==> src/sv/mldets_pkg.sv <==
// Types and constants for the multi-lane debounced event timestamper.
// No dependencies.
package mldets_pkg;

    localparam int LEVEL_W     = 8;
    localparam int RUN_W       = 8;
    localparam int GAP_W       = 16;
    localparam int TICK_W      = 32;
    localparam int CFG_INDEX_W = 2;
    localparam int CFG_DATA_W  = 16;

    localparam logic [RUN_W-1:0] RUN_MAX = '1;

    localparam logic             TRIGGER_LEVEL_RST  = 1'b0;
    localparam logic [GAP_W-1:0] MIN_GAP_RST        = 16'd50;
    localparam logic [RUN_W-1:0] DEBOUNCE_COUNT_RST = 8'd3;

    typedef enum logic [CFG_INDEX_W-1:0] {
        REG_TRIGGER_LEVEL  = 2'd0,
        REG_PRESS_GAP      = 2'd1,
        REG_DEBOUNCE_COUNT = 2'd2
    } cfg_reg_t;

endpackage

==> src/sv/multi_lane_debounced_event_timestamper_top.sv <==
// Multi-lane debounced event timestamper: one word per sampling tick, one result word per tick.
// Depends on mldets_pkg.
//
// Every accepted word is one tick of LANES sensor levels (lanes past eight read low). The
// block debounces each lane with saturating run counters, holds off repeat presses for a
// programmable number of ticks, and returns a press mask, a release mask and the 32-bit tick
// count. Rate is one word per clock while the receiver takes results: all lanes are evaluated
// in parallel between the state registers and the single output register, so a result appears
// in the cycle after its word is accepted, and a new word is taken in the same cycle the
// waiting result is taken. Configuration writes take effect on the next clock and are meant
// for idle periods only.
module multi_lane_debounced_event_timestamper_top #(
    parameter int LANES = 8
) (
    input  logic                                aclk,
    input  logic                                aresetn,
    input  logic                                cfg_wr_en,
    input  logic [mldets_pkg::CFG_INDEX_W-1:0]  cfg_index,
    input  logic [mldets_pkg::CFG_DATA_W-1:0]   cfg_wdata,
    input  logic                                s_valid,
    output logic                                s_ready,
    input  logic [mldets_pkg::LEVEL_W-1:0]      s_raw_levels,
    output logic                                m_valid,
    input  logic                                m_ready,
    output logic [mldets_pkg::LEVEL_W-1:0]      m_press_mask,
    output logic [mldets_pkg::LEVEL_W-1:0]      m_release_mask,
    output logic [mldets_pkg::TICK_W-1:0]       m_timestamp
);
    import mldets_pkg::*;

    localparam int VEC_W = (LANES > LEVEL_W) ? LANES : LEVEL_W;

    // configuration
    logic             trig_level_reg;
    logic [GAP_W-1:0] min_gap_reg;
    logic [RUN_W-1:0] debounce_reg;

    // lane state
    logic [TICK_W-1:0] tick_reg, tick_next;
    logic [RUN_W-1:0]  trig_run_reg [LANES];
    logic [RUN_W-1:0]  trig_run_next [LANES];
    logic [RUN_W-1:0]  rel_run_reg [LANES];
    logic [RUN_W-1:0]  rel_run_next [LANES];
    logic [LANES-1:0]  active_reg, active_next;
    logic [TICK_W-1:0] last_press_reg [LANES];
    logic [TICK_W-1:0] last_press_next [LANES];

    // output stage
    logic               m_valid_reg;
    logic [LEVEL_W-1:0] press_mask_reg;
    logic [LEVEL_W-1:0] release_mask_reg;
    logic [TICK_W-1:0]  timestamp_reg;

    logic [VEC_W-1:0] lane_level;
    logic [VEC_W-1:0] press_vec;
    logic [VEC_W-1:0] release_vec;
    logic             in_acc;

    assign s_ready = !m_valid_reg || m_ready;
    assign in_acc  = s_valid && s_ready;

    always_comb begin
        logic              hit;
        logic              pressed;
        logic              active_mid;
        logic [TICK_W-1:0] elapsed;
        tick_next  = tick_reg + 1'b1;
        lane_level = '0;
        lane_level[LEVEL_W-1:0] = s_raw_levels;
        press_vec   = '0;
        release_vec = '0;
        for (int l = 0; l < LANES; l++) begin
            hit = (lane_level[l] == trig_level_reg);
            if (hit) begin
                trig_run_next[l] = (trig_run_reg[l] == RUN_MAX) ? RUN_MAX
                                                                : trig_run_reg[l] + 1'b1;
                rel_run_next[l]  = '0;
            end else begin
                trig_run_next[l] = '0;
                rel_run_next[l]  = (rel_run_reg[l] == RUN_MAX) ? RUN_MAX
                                                               : rel_run_reg[l] + 1'b1;
            end
            // wrap-safe elapsed ticks since the last accepted press
            elapsed = tick_next - last_press_reg[l];
            pressed = !active_reg[l] && (trig_run_next[l] == debounce_reg)
                      && (elapsed >= {{(TICK_W-GAP_W){1'b0}}, min_gap_reg});
            // press test first, release test sees the updated active flag
            active_mid         = active_reg[l] || pressed;
            press_vec[l]       = pressed;
            release_vec[l]     = active_mid && (rel_run_next[l] == debounce_reg);
            active_next[l]     = active_mid && !release_vec[l];
            last_press_next[l] = pressed ? tick_next : last_press_reg[l];
        end
    end

    always_ff @(posedge aclk) begin
        if (!aresetn) begin
            trig_level_reg <= TRIGGER_LEVEL_RST;
            min_gap_reg    <= MIN_GAP_RST;
            debounce_reg   <= DEBOUNCE_COUNT_RST;
        end else if (cfg_wr_en) begin
            case (cfg_reg_t'(cfg_index))
                REG_TRIGGER_LEVEL:  trig_level_reg <= cfg_wdata[0];
                REG_PRESS_GAP:      min_gap_reg    <= cfg_wdata[GAP_W-1:0];
                REG_DEBOUNCE_COUNT: debounce_reg   <= cfg_wdata[RUN_W-1:0];
                default: ;
            endcase
        end
    end

    always_ff @(posedge aclk) begin
        if (!aresetn) begin
            tick_reg    <= '0;
            active_reg  <= '0;
            m_valid_reg <= 1'b0;
            for (int l = 0; l < LANES; l++) begin
                trig_run_reg[l]   <= '0;
                rel_run_reg[l]    <= '0;
                last_press_reg[l] <= '0;
            end
        end else begin
            m_valid_reg <= in_acc || (m_valid_reg && !m_ready);
            if (in_acc) begin
                tick_reg   <= tick_next;
                active_reg <= active_next;
                for (int l = 0; l < LANES; l++) begin
                    trig_run_reg[l]   <= trig_run_next[l];
                    rel_run_reg[l]    <= rel_run_next[l];
                    last_press_reg[l] <= last_press_next[l];
                end
            end
        end
    end

    always_ff @(posedge aclk) begin
        if (in_acc) begin
            press_mask_reg   <= press_vec[LEVEL_W-1:0];
            release_mask_reg <= release_vec[LEVEL_W-1:0];
            timestamp_reg    <= tick_next;
        end
    end

    assign m_valid        = m_valid_reg;
    assign m_press_mask   = press_mask_reg;
    assign m_release_mask = release_mask_reg;
    assign m_timestamp    = timestamp_reg;

endmodule

==> config.mk <==
export PLATFORM = sky130hd
export DESIGN_NAME = multi_lane_debounced_event_timestamper_top
export DESIGN_NICKNAME = d
export VERILOG_FILES = /design/src/sv/mldets_pkg.sv /design/src/sv/multi_lane_debounced_event_timestamper_top.sv
export SDC_FILE = /design/constraint.sdc
export NUM_CORES = 2
export LEC_CHECK = 0
export BUFFER_PORTS_ARGS = -buffer_cell sky130_fd_sc_hd__buf_4
export CAP_MARGIN = 20
export CORE_ASPECT_RATIO = 0.5
export CORE_UTILIZATION = 40
export DETAILED_ROUTE_END_ITERATION = 10
export HOLD_SLACK_MARGIN = 0.15
export MAX_ROUTING_LAYER = met4
export PLACE_DENSITY = 0.54
export SYNTH_ARGS = -nofsm -noshare
export SYNTH_HDL_FRONTEND = slang
export SYNTH_SLANG_ARGS = --single-unit
==> constraint.sdc <==
create_clock -name aclk -period 8.24 [get_ports aclk]
set_input_delay 0.412 -clock aclk [delete_from_list [all_inputs] [get_ports aclk]]
set_output_delay 0.412 -clock aclk [all_outputs]
set_load 0.01 [all_outputs]
==> flow_summary.toml <==
[status]
outcome = "complete, no violations"

[layout]
layout.area.seq_mm2 = 0.0143
fillCellCount = 9596
drive_above_1_share_pct = 6.71
post-route-util_pct = 45.2
multi_input_area_mm2 = 0.0239
area_delta_synth_final_pct = 10.7
largest_reg_flops = 256
fin_nets = 5081

[routing]
drc = 0
via_per_inst = 5.87
drt_iter0_drc = 2805
finalWirelength_um = 136000
vias = 35344
wl_per_cell_um = 22.6
firstDrtPassIters = 8
ant_nets = 0

[floorplanning]
initial_core_util_pct = 40.8
die-area_mm2 = 0.102
ios = 81
die_y_um = 227
die_w_um = 451
core.rowCount = 81
core-area_mm2 = 0.0988

[worst_setup_path]
max_stage_delay_ps = 690
startpoint = "tick_reg[1]"
slowest_stage = "o41ai_1"
worst_ep_arrival_time_ps = 7830
crit_path_end = "last_press_reg[0][83]"
r2r_end = "last_press_reg[0][83]"
worstSetupStartpointType = "flip-flop"
required_ps = 8580
cp_num_buf_inv = 3
worstRegToRegCells = 28
path_depth = 28
path_class = "reg -> reg"
cp_max_fo = 32
cpLargestDelayFamily = "compound AO/OA/AOI/OAI gates"
r2r_slack_ps = 740
worstReg2RegStart = "tick_reg[1]"
end_kind = "flip-flop"

[placed_design]
io_buffers = 80
dp_hpwl_um = 105000
gp_congestion = 0.977
pre_cts_ws_ps = 1040

[clock_tree]
cts_max_path_buffers = 3
cts_root_buffer = "clkbuf_16"
clk-insertion-delay-late_ps = 650
cts_buffers = 54
h-tree-depth = 2
clk_pin_slew_ps = 70
cts_resized = 0
cts_tree = "yes"
clock_sinks = 498

[sta]
finalWorstSetupSlack_ps = 742
max_slew.worst_pin.slew_ps = 1130
tns_ps = 0
slew_headroom_pct = 22.8
hold_viol = 0
drv_slew = 0
rsz0062_at_grt = "no"
finalSetupViolCount = 0
fmax_mhz = 133
fin_crit_sh_pct = 91.0
finClkSkew_ps = 30.2
min_period_ps = 7500

[synthesis]
yosysWarnings = 0
synth_top_family_by_area = "compound AO/OA/AOI/OAI gates"
synth_edf_count = 432
synth_flop_cell = "edfxtp_1"
seq_area_frac_synth_pct = 35.4
synth_area_mm2 = 0.0403
synthAdderAreaFrac_pct = 12.6
synth_compound_area_share_pct = 20.2
syn_area_per_cell_um2 = 8.83
yosysUniqueCellTypes = 99
synth-simple-area-share_pct = 17.6
syn-num-nets = 4998
synthCells = 4566
async_flop_share_pct = 0
synth_mux_area_share_pct = 1.41
synthXorXnorAreaFrac_pct = 7.34
ys_ff_latch = 498

[power]
p_sw_uw = 1980
intPower_uw = 4830
p_comb_share_pct = 17.3
power_frac_clock_pct = 39.4
peakVddDrop_v = 0.000149
p_seq_share_pct = 43.3
p_leak_uw = 0.0193
netSwitchingFraction_pct = 29.1
power-per-cell-area_mw_per_mm2 = 152

[min_path]
min_path_type = "in -> reg"

[global_routing]
track_usage_pct = 26.9
grt_max_degree = 70
antenna_found_initial = 7
grt_overflow = 0
grt_pass1_wl_um = 203000
grt_pass1_vias = 33784

[flow_run]
maxCapViolations = 0
==> per-stage QoR <==
step / cell area (um^2) / hold slack, ps / cells / power, uW
floorplan: 40300 / 436 / 4566 / 3800
global placement: 42600 / 444 / 5901 / 4140
detailed placement: 42600 / 446 / 5901 / 4160
CTS: 44600 / 172 / 6022 / 6850
global route: 44600 / 211 / 6023 / 7100
finish: 44700 / 206 / 6025 / 6810
==> routing by layer <==
layer | vias to the layer above | wire length [um] | GRT usage (%)
li1 | 16917 | - | -
met1 | 17191 | 65000 | 36.9
met2 | 1039 | 60300 | 42.3
met3 | 197 | 7650 | 3.02
met4 | 0 | 3150 | 6.56
met5 | - | 0 | -
==> worst min path at each step <==
stage                                from         endpoint  slack [ps]  cells after the start
after floorplan           min_gap_reg[10]  min_gap_reg[10]         440                      2
after global placement     min_gap_reg[7]   min_gap_reg[7]         440                      2
after detailed placement  min_gap_reg[13]  min_gap_reg[13]         450                      2
after CTS                         aresetn    active_reg[5]         170                      3
after global routing              aresetn    active_reg[5]         210                      3
final                             aresetn    active_reg[5]         210                      3
==> worst reg2reg max path, delay by kind of cell, from the launching register on <==
kind	cells	cell delay, ps
AOI/OAI and AO/OA	9	2380
xor gates and xnor gates	2	400
adders and majority gates	3	1060
buffers and inverters	3	830
DFF	1	440
and+or+nand+nor	11	2050
==> area by class of cell <==
type	count	share of cell area, %
antenna	3	0.0168
clock buffer	64	3.25
clock inverter	37	0.936
inverter	409	3.45
multi-input combinational	3510	53.5
sequential	498	32.0
tap	1328	3.72
timing repair buffer	176	3.07
==> layout by cell type, fill, tap and decap left out, types with 19 or more instances in the layout <==
master / synthesis / final
a211oi_1: 51 / 51
a21o_1: 136 / 136
a21oi_1: 375 / 374
a31oi_1: 65 / 65
and2_1: 48 / 48
and3_1: 87 / 87
buf_4: 2 / 156
clkbuf_16: 0 / 55
dfxtp_1: 66 / 66
dlygate4sd3_1: 0 / 20
edfxtp_1: 432 / 432
ha_1: 393 / 393
inv_1: 404 / 403
mux2i_1: 48 / 48
nand2_1: 328 / 327
nand2b_1: 63 / 62
nand3_1: 150 / 150
nand4_1: 88 / 88
nor2_1: 438 / 436
nor2b_1: 44 / 44
nor3_1: 86 / 86
nor4_1: 45 / 43
o211ai_1: 45 / 45
o21a_1: 55 / 55
o21ai_0: 211 / 210
o21bai_1: 32 / 32
o22ai_1: 22 / 22
o31ai_1: 22 / 22
or2_2: 19 / 19
xnor2_1: 218 / 218
xor2_1: 120 / 120
==> power groups by stage <==
stage	Clock [uW]	Combinational (uW)	Sequential (uW)
final	2680	1180	2940
after floorplan	0	815	2990
after global routing	2830	1320	2960
after global placement	0	1150	2990
after CTS	2730	1180	2940
after detailed placement	0	1160	3000
==> cells in the mapped netlist, drive strengths merged, types with 55 or more instances <==
| cell | n | area share, % |
|---|---|---|
| nor2 | 438 | 4.1 |
| edfxtp | 432 | 32 |
| inv | 407 | 3.8 |
| ha | 393 | 12 |
| a21oi | 377 | 4.7 |
| nand2 | 328 | 3.1 |
| xnor2 | 218 | 4.7 |
| o21ai | 216 | 2.7 |
| nand3 | 150 | 1.9 |
| a21o | 137 | 2.6 |
| clkbuf | 123 | 1.2 |
| xor2 | 120 | 2.6 |
| nand4 | 88 | 1.4 |
| and3 | 87 | 1.3 |
| nor3 | 86 | 1.1 |
| dfxtp | 66 | 3.3 |
| a31oi | 65 | 1.0 |
| nand2b | 63 | 0.98 |
| o21a | 55 | 1.0 |
==> repair_timing <==
action	4_1_cts	5_1_grt
buffers inserted	0	0
hold buffers	20	0
hold endpoints to repair	26	0
==> kinds of logic after synthesis <==
family,count (synthesis)
AND/OR/NAND/NOR,1469
AO/OA/AOI/OAI,1246
buffers and inverters,558
flip-flops,498
adder cells (fa/ha/maj),401
XOR/XNOR,338
multiplexers,56
No activity file was read; power rests on OpenSTA's default activity.
